## src/rtl/lfu_pkg.sv

```systemverilog
`timescale 1ns / 1ps

package lfu_pkg;

    localparam int ENTRIES_DEF = 16;

    localparam int KEY_W   = 32;
    localparam int VAL_W   = 32;
    localparam int USE_W   = 32;
    localparam int STAMP_W = 64;
    localparam int CAP_W   = 5;

    localparam logic [CAP_W-1:0] CAP_RESET  = CAP_W'(16);
    localparam logic [VAL_W-1:0] MISS_VALUE = '1;

    localparam logic ACT_GET = 1'b0;
    localparam logic ACT_PUT = 1'b1;

    typedef struct packed {
        logic               valid;
        logic [KEY_W-1:0]   key;
        logic [VAL_W-1:0]   value;
        logic [USE_W-1:0]   uses;
        logic [STAMP_W-1:0] stamp;
    } entry_t;

    typedef enum logic [2:0] {
        ST_CLEAR,
        ST_IDLE,
        ST_SCAN,
        ST_TAIL,
        ST_UPDATE
    } state_t;

    typedef struct packed {
        logic req_valid;
        logic clr_last;
        logic scan_last;
        logic rsp_free;
    } status_t;

    typedef struct packed {
        logic req_ready;
        logic clr_wr;
        logic scan_init;
        logic scan_rd;
        logic commit;
    } ctrl_t;

endpackage

```

## src/rtl/lfu_if.sv

```systemverilog
`timescale 1ns / 1ps

interface lfu_req_if import lfu_pkg::*; ();
    logic                    valid;
    logic                    ready;
    logic                    action;
    logic signed [KEY_W-1:0] key;
    logic signed [VAL_W-1:0] value;

    modport source (output valid, action, key, value, input ready);
    modport sink (input valid, action, key, value, output ready);
endinterface

interface lfu_rsp_if import lfu_pkg::*; ();
    logic                    valid;
    logic                    ready;
    logic                    hit;
    logic signed [VAL_W-1:0] read_value;
    logic                    evicted;
    logic signed [KEY_W-1:0] evicted_key;

    modport source (output valid, hit, read_value, evicted, evicted_key, input ready);
    modport sink (input valid, hit, read_value, evicted, evicted_key, output ready);
endinterface

```

## src/rtl/lfu_store.sv

```systemverilog
`timescale 1ns / 1ps

module lfu_store import lfu_pkg::*; #(
    parameter int DEPTH = ENTRIES_DEF,
    parameter int AW    = (DEPTH > 1) ? $clog2(DEPTH) : 1
) (
    input  logic          clk,
    input  logic          we,
    input  logic [AW-1:0] waddr,
    input  entry_t        wdata,
    input  logic          re,
    input  logic [AW-1:0] raddr,
    output entry_t        rdata
);

    entry_t mem_reg [DEPTH];
    entry_t rdata_reg;

    always_ff @(posedge clk)
    begin
        if (we)
        begin
            mem_reg[waddr] <= wdata;
        end
        if (re)
        begin
            rdata_reg <= mem_reg[raddr];
        end
    end

    assign rdata = rdata_reg;

endmodule

```

## src/rtl/lfu_cmp.sv

```systemverilog
`timescale 1ns / 1ps

module lfu_cmp import lfu_pkg::*; (
    input  entry_t             rd_entry,
    input  logic [KEY_W-1:0]   key,
    input  logic [USE_W-1:0]   best_uses,
    input  logic [STAMP_W-1:0] best_stamp,
    output logic               key_eq,
    output logic               rank_lt
);

    // fewer uses wins, older stamp breaks a tie
    always_comb
    begin
        key_eq  = (rd_entry.key == key);
        rank_lt = (rd_entry.uses < best_uses) ||
                  ((rd_entry.uses == best_uses) && (rd_entry.stamp < best_stamp));
    end

endmodule

```

## src/rtl/lfu_ctrl.sv

```systemverilog
`timescale 1ns / 1ps

module lfu_ctrl import lfu_pkg::*; (
    input  logic    clk,
    input  logic    rst_n,
    input  status_t status,
    output ctrl_t   ctrl
);

    state_t state_reg;
    state_t state_next;

    always_ff @(posedge clk or negedge rst_n)
    begin
        if (!rst_n)
        begin
            state_reg <= ST_CLEAR;
        end
        else
        begin
            state_reg <= state_next;
        end
    end

    always_comb
    begin
        state_next = state_reg;
        unique case (state_reg)
            ST_CLEAR:
            begin
                if (status.clr_last)
                begin
                    state_next = ST_IDLE;
                end
            end
            ST_IDLE:
            begin
                if (status.req_valid)
                begin
                    state_next = ST_SCAN;
                end
            end
            ST_SCAN:
            begin
                if (status.scan_last)
                begin
                    state_next = ST_TAIL;
                end
            end
            ST_TAIL:
            begin
                state_next = ST_UPDATE;
            end
            ST_UPDATE:
            begin
                if (status.rsp_free)
                begin
                    state_next = ST_IDLE;
                end
            end
            default:
            begin
                state_next = ST_CLEAR;
            end
        endcase
    end

    always_comb
    begin
        ctrl = '0;
        unique case (state_reg)
            ST_CLEAR:
            begin
                ctrl.clr_wr = 1'b1;
            end
            ST_IDLE:
            begin
                ctrl.req_ready = 1'b1;
                ctrl.scan_init = status.req_valid;
            end
            ST_SCAN:
            begin
                ctrl.scan_rd = 1'b1;
            end
            ST_TAIL:
            begin
                ctrl = '0;
            end
            ST_UPDATE:
            begin
                ctrl.commit = status.rsp_free;
            end
            default:
            begin
                ctrl = '0;
            end
        endcase
    end

endmodule

```

## src/rtl/lfu_cache_lru_tiebreak_core.sv

```systemverilog
`timescale 1ns / 1ps

// least-frequently-used key/value cache, ties going to the oldest access
// req channel: one word is a get or a put (action, key, value)
// rsp channel: one word per request (hit, read_value, evicted, evicted_key)
// cfg_we / cfg_wdata: writes capacity_in_use, values above ENTRIES act as ENTRIES
// each request scans every entry through one memory read port, one entry a
// cycle, feeding a single key/rank comparator; the response is registered
// at the commit in the update state, after the scan and the tail state, and
// the next request is only taken back in the idle state after that commit
// after reset the entry store is cleared one entry a cycle, with req.ready
// low; the capacity register returns to 16
// a stalled rsp holds its word; a new request is still taken meanwhile and
// its scan runs, and it only waits at the update step for the rsp slot

module lfu_cache_lru_tiebreak_core import lfu_pkg::*; #(
    parameter int ENTRIES = ENTRIES_DEF
) (
    input  logic             clk,
    input  logic             rst_n,
    lfu_req_if.sink          req,
    lfu_rsp_if.source        rsp,
    input  logic             cfg_we,
    input  logic [CAP_W-1:0] cfg_wdata
);

    localparam int IDX_W = (ENTRIES > 1) ? $clog2(ENTRIES) : 1;
    localparam int OCC_W = $clog2(ENTRIES + 1);
    localparam int CMP_W = (OCC_W > CAP_W) ? OCC_W : CAP_W;
    localparam logic [IDX_W-1:0] IDX_LAST = IDX_W'(ENTRIES - 1);

    status_t status;
    ctrl_t   ctrl;

    logic [CAP_W-1:0]   cap_reg;
    logic [OCC_W-1:0]   occ_reg;
    logic [STAMP_W-1:0] clock_reg;
    logic [IDX_W-1:0]   idx_reg;
    logic               pend_reg;
    logic [IDX_W-1:0]   pend_idx_reg;

    logic               action_reg;
    logic [KEY_W-1:0]   key_reg;
    logic [VAL_W-1:0]   value_reg;

    logic               match_vld_reg;
    logic [IDX_W-1:0]   match_idx_reg;
    logic [VAL_W-1:0]   match_value_reg;
    logic [USE_W-1:0]   match_uses_reg;

    logic               best_vld_reg;
    logic [IDX_W-1:0]   best_idx_reg;
    logic [KEY_W-1:0]   best_key_reg;
    logic [USE_W-1:0]   best_uses_reg;
    logic [STAMP_W-1:0] best_stamp_reg;

    logic               free_vld_reg;
    logic [IDX_W-1:0]   free_idx_reg;

    logic               rsp_valid_reg;
    logic               hit_reg;
    logic [VAL_W-1:0]   read_value_reg;
    logic               evicted_reg;
    logic [KEY_W-1:0]   evicted_key_reg;

    entry_t             rd_entry;
    logic               key_eq;
    logic               rank_lt;

    // commit decision
    logic [CMP_W-1:0]   cap_ext;
    logic [CMP_W-1:0]   cap_eff;
    logic               full;
    logic               hit_next;
    logic [VAL_W-1:0]   read_value_next;
    logic               evicted_next;
    logic [KEY_W-1:0]   evicted_key_next;
    logic               wr_next;
    logic               occ_inc;
    logic [IDX_W-1:0]   slot_next;
    entry_t             wr_entry;
    logic [STAMP_W-1:0] stamp_next;
    logic [USE_W-1:0]   uses_inc;

    logic               mem_we;
    logic [IDX_W-1:0]   mem_waddr;
    entry_t             mem_wdata;

    assign status.req_valid = req.valid;
    assign status.clr_last  = (idx_reg == IDX_LAST);
    assign status.scan_last = (idx_reg == IDX_LAST);
    assign status.rsp_free  = !rsp_valid_reg || rsp.ready;

    lfu_ctrl u_ctrl (
        .clk    (clk),
        .rst_n  (rst_n),
        .status (status),
        .ctrl   (ctrl)
    );

    assign mem_we    = ctrl.clr_wr || (ctrl.commit && wr_next);
    assign mem_waddr = ctrl.clr_wr ? idx_reg : slot_next;
    assign mem_wdata = ctrl.clr_wr ? entry_t'('0) : wr_entry;

    lfu_store #(
        .DEPTH (ENTRIES),
        .AW    (IDX_W)
    ) u_store (
        .clk   (clk),
        .we    (mem_we),
        .waddr (mem_waddr),
        .wdata (mem_wdata),
        .re    (ctrl.scan_rd),
        .raddr (idx_reg),
        .rdata (rd_entry)
    );

    lfu_cmp u_cmp (
        .rd_entry   (rd_entry),
        .key        (key_reg),
        .best_uses  (best_uses_reg),
        .best_stamp (best_stamp_reg),
        .key_eq     (key_eq),
        .rank_lt    (rank_lt)
    );

    always_ff @(posedge clk or negedge rst_n)
    begin
        if (!rst_n)
        begin
            cap_reg <= CAP_RESET;
        end
        else if (cfg_we)
        begin
            cap_reg <= cfg_wdata;
        end
    end

    // shared index for the clearing pass and the scan
    always_ff @(posedge clk or negedge rst_n)
    begin
        if (!rst_n)
        begin
            idx_reg      <= '0;
            pend_reg     <= 1'b0;
            pend_idx_reg <= '0;
        end
        else
        begin
            pend_reg     <= ctrl.scan_rd;
            pend_idx_reg <= idx_reg;
            if (ctrl.scan_init)
            begin
                idx_reg <= '0;
            end
            else if (ctrl.clr_wr || ctrl.scan_rd)
            begin
                idx_reg <= (idx_reg == IDX_LAST) ? '0 : idx_reg + IDX_W'(1);
            end
        end
    end

    always_ff @(posedge clk)
    begin
        if (ctrl.scan_init)
        begin
            action_reg <= req.action;
            key_reg    <= req.key;
            value_reg  <= req.value;
        end
    end

    // scan trackers, one entry per cycle behind the memory read
    always_ff @(posedge clk or negedge rst_n)
    begin
        if (!rst_n)
        begin
            match_vld_reg <= 1'b0;
            best_vld_reg  <= 1'b0;
            free_vld_reg  <= 1'b0;
        end
        else if (ctrl.scan_init)
        begin
            match_vld_reg <= 1'b0;
            best_vld_reg  <= 1'b0;
            free_vld_reg  <= 1'b0;
        end
        else if (pend_reg)
        begin
            if (rd_entry.valid)
            begin
                if (key_eq && !match_vld_reg)
                begin
                    match_vld_reg <= 1'b1;
                end
                if (!best_vld_reg || rank_lt)
                begin
                    best_vld_reg <= 1'b1;
                end
            end
            else if (!free_vld_reg)
            begin
                free_vld_reg <= 1'b1;
            end
        end
    end

    always_ff @(posedge clk)
    begin
        if (pend_reg)
        begin
            if (rd_entry.valid)
            begin
                if (key_eq && !match_vld_reg)
                begin
                    match_idx_reg   <= pend_idx_reg;
                    match_value_reg <= rd_entry.value;
                    match_uses_reg  <= rd_entry.uses;
                end
                if (!best_vld_reg || rank_lt)
                begin
                    best_idx_reg   <= pend_idx_reg;
                    best_key_reg   <= rd_entry.key;
                    best_uses_reg  <= rd_entry.uses;
                    best_stamp_reg <= rd_entry.stamp;
                end
            end
            else if (!free_vld_reg)
            begin
                free_idx_reg <= pend_idx_reg;
            end
        end
    end

    assign cap_ext    = CMP_W'(cap_reg);
    assign cap_eff    = (cap_ext > CMP_W'(ENTRIES)) ? CMP_W'(ENTRIES) : cap_ext;
    assign full       = (CMP_W'(occ_reg) >= cap_eff);
    assign stamp_next = clock_reg + STAMP_W'(1);
    // use count sticks at all ones
    assign uses_inc   = (match_uses_reg == '1) ? match_uses_reg
                                               : match_uses_reg + USE_W'(1);

    always_comb
    begin
        hit_next         = 1'b0;
        read_value_next  = '0;
        evicted_next     = 1'b0;
        evicted_key_next = '0;
        wr_next          = 1'b0;
        occ_inc          = 1'b0;
        slot_next        = match_idx_reg;
        wr_entry.valid   = 1'b1;
        wr_entry.key     = key_reg;
        wr_entry.value   = value_reg;
        wr_entry.uses    = USE_W'(1);
        wr_entry.stamp   = stamp_next;
        if (action_reg == ACT_GET)
        begin
            if (match_vld_reg)
            begin
                hit_next        = 1'b1;
                read_value_next = match_value_reg;
                wr_next         = 1'b1;
                wr_entry.value  = match_value_reg;
                wr_entry.uses   = uses_inc;
            end
            else
            begin
                read_value_next = MISS_VALUE;
            end
        end
        else if (cap_reg != '0)
        begin
            if (match_vld_reg)
            begin
                hit_next      = 1'b1;
                wr_next       = 1'b1;
                wr_entry.uses = uses_inc;
            end
            else if (full)
            begin
                evicted_next     = best_vld_reg;
                evicted_key_next = best_vld_reg ? best_key_reg : '0;
                wr_next          = best_vld_reg;
                slot_next        = best_idx_reg;
            end
            else
            begin
                wr_next   = free_vld_reg;
                occ_inc   = free_vld_reg;
                slot_next = free_idx_reg;
            end
        end
    end

    always_ff @(posedge clk or negedge rst_n)
    begin
        if (!rst_n)
        begin
            occ_reg   <= '0;
            clock_reg <= '0;
        end
        else if (ctrl.commit)
        begin
            if (occ_inc)
            begin
                occ_reg <= occ_reg + OCC_W'(1);
            end
            if (wr_next)
            begin
                clock_reg <= stamp_next;
            end
        end
    end

    always_ff @(posedge clk or negedge rst_n)
    begin
        if (!rst_n)
        begin
            rsp_valid_reg <= 1'b0;
        end
        else if (ctrl.commit)
        begin
            rsp_valid_reg <= 1'b1;
        end
        else if (rsp.ready)
        begin
            rsp_valid_reg <= 1'b0;
        end
    end

    always_ff @(posedge clk)
    begin
        if (ctrl.commit)
        begin
            hit_reg         <= hit_next;
            read_value_reg  <= read_value_next;
            evicted_reg     <= evicted_next;
            evicted_key_reg <= evicted_key_next;
        end
    end

    assign req.ready       = ctrl.req_ready;
    assign rsp.valid       = rsp_valid_reg;
    assign rsp.hit         = hit_reg;
    assign rsp.read_value  = read_value_reg;
    assign rsp.evicted     = evicted_reg;
    assign rsp.evicted_key = evicted_key_reg;

endmodule
```

## src/flat_wrapper.sv

```systemverilog
// flat-port wrapper written by rule: the top's interface ports become plain ports
module lfu_cache_lru_tiebreak_core_flat import lfu_pkg::*;
#(
    parameter int ENTRIES = ENTRIES_DEF
)
  (clk, rst_n, cfg_we, cfg_wdata, req_valid, req_action, req_key, req_value, req_ready, rsp_valid, rsp_hit, rsp_read_value, rsp_evicted, rsp_evicted_key, rsp_ready);
  lfu_req_if req_i ();
  lfu_rsp_if rsp_i ();
  input  logic clk;
  input  logic rst_n;
  input  logic cfg_we;
  input  logic [CAP_W-1:0] cfg_wdata;
  input wire logic [$bits(req_i.valid)-1:0] req_valid;
  input wire logic [$bits(req_i.action)-1:0] req_action;
  input wire logic [$bits(req_i.key)-1:0] req_key;
  input wire logic [$bits(req_i.value)-1:0] req_value;
  output wire logic [$bits(req_i.ready)-1:0] req_ready;
  output wire logic [$bits(rsp_i.valid)-1:0] rsp_valid;
  output wire logic [$bits(rsp_i.hit)-1:0] rsp_hit;
  output wire logic [$bits(rsp_i.read_value)-1:0] rsp_read_value;
  output wire logic [$bits(rsp_i.evicted)-1:0] rsp_evicted;
  output wire logic [$bits(rsp_i.evicted_key)-1:0] rsp_evicted_key;
  input wire logic [$bits(rsp_i.ready)-1:0] rsp_ready;
  assign req_i.valid = req_valid;
  assign req_i.action = req_action;
  assign req_i.key = req_key;
  assign req_i.value = req_value;
  assign req_ready = req_i.ready;
  assign rsp_valid = rsp_i.valid;
  assign rsp_hit = rsp_i.hit;
  assign rsp_read_value = rsp_i.read_value;
  assign rsp_evicted = rsp_i.evicted;
  assign rsp_evicted_key = rsp_i.evicted_key;
  assign rsp_i.ready = rsp_ready;
  lfu_cache_lru_tiebreak_core #(.ENTRIES(ENTRIES)) u_core (.clk(clk), .rst_n(rst_n), .req(req_i), .rsp(rsp_i), .cfg_we(cfg_we), .cfg_wdata(cfg_wdata));
endmodule
```

## config.mk

```make
export PLATFORM = sky130hd
export DESIGN_NAME = lfu_cache_lru_tiebreak_core_flat
export DESIGN_NICKNAME = d
export VERILOG_FILES = /design/src/rtl/lfu_pkg.sv /design/src/rtl/lfu_if.sv /design/src/rtl/lfu_store.sv /design/src/rtl/lfu_cmp.sv /design/src/rtl/lfu_ctrl.sv /design/src/rtl/lfu_cache_lru_tiebreak_core.sv /design/src/flat_wrapper.sv
export SDC_FILE = /design/constraint.sdc
export NUM_CORES = 2
export LEC_CHECK = 0
export ABC_AREA = 0
export BUFFER_PORTS_ARGS = -buffer_cell sky130_fd_sc_hd__buf_2
export CAP_MARGIN = 40
export CORE_AREA = 4 4 529 531
export CTS_BUF_LIST = sky130_fd_sc_hd__clkbuf_16
export DETAILED_ROUTE_END_ITERATION = 8
export DIE_AREA = 0 0 533 535
export GPL_ROUTABILITY_DRIVEN = 0
export SYNTH_ARGS = -nofsm -noshare
export SYNTH_HDL_FRONTEND = slang
export SYNTH_SLANG_ARGS = --single-unit
```

## constraint.sdc

```tcl
create_clock -name clk -period 46.6 [get_ports clk]
set_input_delay 6.99 -clock clk [delete_from_list [all_inputs] [get_ports clk]]
set_output_delay 6.99 -clock clk [all_outputs]
set_load 0.005 [all_outputs]
```

# ---- After elaboration in Yosys (flattened, before gate mapping)
# Memories as Yosys holds them, arrays and structs flattened. A register that Yosys moved wholly into a read port is not among the register bits.
# Cells that the tools add are included.
dict set report op_classes {
  bitwise 6
  reduce_logical 30
  order_cmp 4
  n_addsub 4
  mux 53
  n_eq_ne 13
}
# op n
set ops {}
lappend ops {{$mux W32} 6}
lappend ops {{$mux W161} 1}
lappend ops {{$add A64 B1 Y64 const B} 1}
lappend ops {{$eq A32 B32 Y1} 2}
lappend ops {{$lt A64 B64 Y1} 1}
lappend ops {{$mux W64} 1}
lappend ops {{$add A32 B1 Y32 const B} 1}
lappend ops {{$eq A32 B32 Y1 const B} 1}
lappend ops {{$lt A32 B32 Y1} 1}
lappend ops {{$mux W4} 8}
lappend ops {{$mux W1} 31}
lappend ops {{$pmux W3 S5} 1}
lappend ops {{$reduce_and A3 Y1} 5}
lappend ops {{$mux W3} 4}
lappend ops {{$reduce_bool A2 Y1} 6}
lappend ops {{$eq A3 B2 Y1 const B} 2}
lappend ops {{$ne A2 B1 Y1 const B} 3}
lappend ops {{$not A1 Y1} 6}
lappend ops {{$reduce_and A2 Y1} 3}
lappend ops {{$add A5 B1 Y5 const B} 1}
lappend ops {{$ge A5 B5 Y1} 1}
lappend ops {{$gt A5 B5 Y1 const B} 1}
lappend ops {{$logic_or A1 B1 Y1} 5}
lappend ops {{$mux W5} 1}
lappend ops {{12 further kinds} 17}
dict set report word_totals {
  mem_count 1
  reg_bits 425
  input_bits 75
  ramBits 2576
  out_inout_bits 68
}
# memory words word_bits rd rd_clocked_by_memory_dff wr line_no
set memory_table {}
lappend memory_table {u_core.u_store.mem_reg 16 161 1 1 1 lfu_store.sv:16} ;# entry_t mem_reg [DEPTH];

# ---- Longest topological paths before layout
dict set report logic_depth {
  ltp_word 11
  ltp_mapped 12
  mapped_depth_nobuf 10
}

# ---- By module
# Synthesis repeated with hierarchy kept, for this count alone.
dict set report hier_totals {
  hier_cells 5959
  hier_area_um2 122174.7
}
# module area_per_inst_um2 n_inst cells_each
set modules_own_cells {}
lappend modules_own_cells {lfu_store 101517.4 1 4208}
lappend modules_own_cells {lfu_cache_lru_tiebreak_core 17635.7 1 1352}
lappend modules_own_cells {lfu_cmp 2832.7 1 379}
lappend modules_own_cells {lfu_ctrl 188.9 1 20}

# ---- Least setup slack after synthesis
# OpenSTA, ideal clock, no wires.
dict set report synth_path {
  path_type {input -> register}
  from {input rsp_ready}
  to {memory u_core.u_store.mem_reg[10][0] in the netlist's numbering (enable)}
  t_arrival_ns 20.861
  cell_stages 9
  required_time_ns 45.721
  n_path_buf 2
  slack_ns 24.860
  path_cell_list {nand2b_1 -> and3_1 -> clkbuf_1 -> nand3_1 -> o21ai_1 -> nor2_2 -> o2bb2a_4 -> buf_6 -> nor3_1}
}
# item line_no
set synth_lines {}
lappend synth_lines {{from (decl)} flat_wrapper.sv:23} ;# input wire logic [$bits(rsp_i.ready)-1:0] rsp_ready;
lappend synth_lines {{to (decl)} lfu_store.sv:16}

# ---- Final worst setup path
dict set report layout_path {
  from {input rsp_ready}
  to {memory u_core.u_store.mem_reg[12][50] in the netlist's numbering (enable)}
}
dict set report layout_via {
  elab_chain_cells 6
}
# item line_no
set layout_rtl {}
lappend layout_rtl {{$logic_or A1 B1 Y1} lfu_cache_lru_tiebreak_core.sv:92} ;# assign status.rsp_free = !rsp_valid_reg || rsp.ready;
lappend layout_rtl {{$mux W1} lfu_ctrl.sv:71} ;# unique case (state_reg)
lappend layout_rtl {{$logic_and A1 B1 Y1} lfu_cache_lru_tiebreak_core.sv:101} ;# assign mem_we = ctrl.clr_wr || (ctrl.commit && wr_next);
lappend layout_rtl {{$logic_or A1 B1 Y1} lfu_cache_lru_tiebreak_core.sv:101}
lappend layout_rtl {{$mux W1} lfu_store.sv:21} ;# if (we)
lappend layout_rtl {{$mux W1 (implied by the code)} lfu_store.sv:23} ;# mem_reg[waddr] <= wdata;
# Every way passes these cells.

==> metrics.yaml <==
status: "completed"
dp_slack_ns: 34.31
drt_iter0_markers: 6283
gr-total-overflow: 0
layout-drive-gt1-share: 0.193
ys_warn_count: 0
fp.dieW_um: 533
cts_setup_buffers: 0
rrSetupSlack_ns: 40.61
critical_path.startpoint: "rsp_ready"
path_class: "input port to flip-flop"
switching_power_uw: 3040
grt.total_usage: 0.207
worst_slack_ns: 35.25
rr_startpoint: "u_core.cap_ext[4]$_DFFE_PN1P_"
synth_cell_type_count: 66
worstMarginPinSlew_ns: 1.13
num_rows: 193
io-pin-count: 143
finalSetupTns_ns: 0
ir_worst_vdd_v: 0.0000795
max_stage_delay_ns: 0.80
slew_viol_final: 0
setup_viol: 0
power_uw: 9460
post-route-period-util: 0.243
cts_htree_levels: 5
p_comb_frac: 0.283
io_buffer_count: 142
p_clk_frac: 0.273
first_global_vias: 65000
die_y_um: 535
clk_path_buf_depth: 4
wl_per_cell_um: 27.2
avgSynthCellArea_um2: 18.4
antenna_found_initial: 10
syn_inst: 6682
fin_crit_ns: 11.35
fmax_mhz: 88.1
syn_area_um2: 123000
r2r_cells: 14
grt_max_degree: 126
endpoint: "u_core.u_store.mem_reg[12][50]$_DFFE_PP_"
p_leak_uw: 0.0488
synth_edf_count: 3072
internal_power_uw: 6430
rsz0062_at_grt: "false"
multi_input_area_um2: 27000
power_density_nw_per_um2: 67.1
start_util: 0.447
cp-end-kind: "flip-flop"
required_ns: 47.06
synth_top_area_cell: "edfxtp_1"
ys_seq_elements: 3162
drv_cap: 0
ant_nets: 0
ff_latch_area_um2: 94500
synth-async-reset-ratio: 0.0285
core_um2: 276000
arrival_ns: 11.81
largest_register_ffs: 2576
vias_per_cell: 5.74
cts_made_buffers: 335
start_kind: "input port"
dr_total_vias: 63600
cts_hold_buf: 0
final_nets: 7289
synthMostInstantiatedCell: "edfxtp_1"
cp_slowest_cell: "buf_4"
synth-seq-area-share: 0.767
clock_latency_ns: 0.90
ys.flop_type: "edfxtp_1"
clk_pin_slew_ns: 0.06
num-fill-cells: 21900
grt_first_pass_wirelength_mm: 443
routed_wl_mm: 302
root_buffer: "clkbuf_16"
p_sw_frac: 0.321
path_cells: "buf_2 > nand2b_1 > and3_4 > nand2_1 > nor3_1 > or2_1 > buf_4 > o211ai_1 > nor2_4 > buf_4 > buf_4"
cp_common_cell: "buf_4"
fin_worst_skew_ns: 0.0703
firstDrtPassIters: 6
area_growth_syn_to_layout_pct: 14.5
min_path_type: "flip-flop to flip-flop"
synth_fp_nets: 6861
drc: 0
die_area_um2: 285000
tritoncts: "done"
finalHoldViolations: 0
p_seq_frac: 0.444
cts.sinks: 3162
dpl.hpwl_mm: 169
slew_headroom: 0.248
cts_resized: 0
synth_common_cells: "edfxtp_1 (3072), mux2i_1 (484), o21ai_0 (364)"
r2r-end: "u_core.u_store.mem_reg[12][50]$_DFFE_PP_"
ys_top_cells_by_area: "edfxtp_1 (75%), mux4_2 (5.9%), mux2i_1 (3.9%), dfrtp_1 (1.8%), mux2_2 (1.5%)"
yosysTopAreaCellShare: 0.749
cp_max_fo: 47
[worst min-delay path by stage]
| stage | end | start | slack [ns] | depth (start not counted) |
|---|---|---|---|---|
| after floorplan | u_core.pend_idx_reg[0]$_DFF_PN0_ | u_core.idx_reg[0]$_DFFE_PN0P_ | 0.37 | 0 |
| after global routing | u_core.match_value_reg[1]$_DFFE_PP_ | u_core.u_store.rdata[97]$_DFFE_PP_ | 0.43 | 0 |
| after CTS | u_core.match_value_reg[5]$_DFFE_PP_ | u_core.u_store.rdata[101]$_DFFE_PP_ | 0.42 | 0 |
| final | u_core.match_value_reg[5]$_DFFE_PP_ | u_core.u_store.rdata[101]$_DFFE_PP_ | 0.42 | 0 |
| after detailed placement | u_core.match_value_reg[0]$_DFFE_PP_ | u_core.u_store.rdata[96]$_DFFE_PP_ | 0.41 | 0 |
| after global placement | u_core.match_value_reg[31]$_DFFE_PP_ | u_core.u_store.rdata[127]$_DFFE_PP_ | 0.40 | 0 |
[final cells by class]
class                           count  share of cell area
Timing Repair Buffer              415              0.0262
Multi-Input combinational cell   3058               0.191
Inverter                          138             0.00367
Clock buffer                      340              0.0603
Sequential cell                  3162               0.670
Tap cell                         3705              0.0329
Antenna cell                        3           0.0000532
Clock inverter                    259              0.0153
[stage by stage]
step                utilization  area [um2]  hold WS [ns]  cells
global placement          0.467      129000         0.401  10300
detailed placement        0.473      130000         0.405  10500
floorplan                     -      123000         0.375   6682
finish                    0.512      141000         0.418  11100
global route              0.512      141000         0.425  11100
CTS                       0.512      141000         0.419  11100
[placed cells by master, fill, tap and decap left out, drive strengths merged, types with 75 or more instances in the layout]
| cell | instances |
|---|---|
| edfxtp | 3072 |
| mux2i | 484 |
| buf | 415 |
| o21ai | 365 |
| clkbuf | 340 |
| nand2 | 336 |
| mux4 | 324 |
| a21oi | 275 |
| inv | 225 |
| nor2 | 167 |
| mux2 | 164 |
| a221oi | 161 |
| a22oi | 161 |
| clkinv | 127 |
| xor2 | 104 |
| ha | 104 |
| dfrtp | 89 |
| xnor2 | 75 |
[metal layers]
layer  track usage  vias up  part of all wire  routed length (um)
met5             0        -          0.000063                  19
met4        0.0587        2             0.027                8150
met3        0.0247      467             0.054               16300
met2         0.348     2061              0.49              149000
met1         0.288    33500              0.42              128000
li1              -    27600                 -                   -
[logic make-up after synthesis]
| family | Yosys count | share of synthesized area |
|---|---|---|
| compound gates | 1015 | 0.0508 |
| xor+xnor | 179 | 0.0127 |
| fa+ha+maj | 104 | 0.0106 |
| buf+inv | 462 | 0.0149 |
| mux | 972 | 0.114 |
| flops | 3162 | 0.767 |
| simple gates | 788 | 0.0299 |
[power by group through the flow]
stage / clock, uW / sequential, uW / combinational, uW
global placement: 0 / 4240 / 2590
finish: 2590 / 4200 / 2680
global route: 2760 / 4240 / 2890
floorplan: 0 / 4400 / 1770
detailed placement: 0 / 4260 / 2710
CTS: 2640 / 4200 / 2720
[critical path: cells and delay by family]
kind	cells	cell delay (ns)
simple gates	6	2.23
compound gates	1	0.41
buf+inv	4	2.02
No activity file was read; power rests on OpenSTA's default activity.
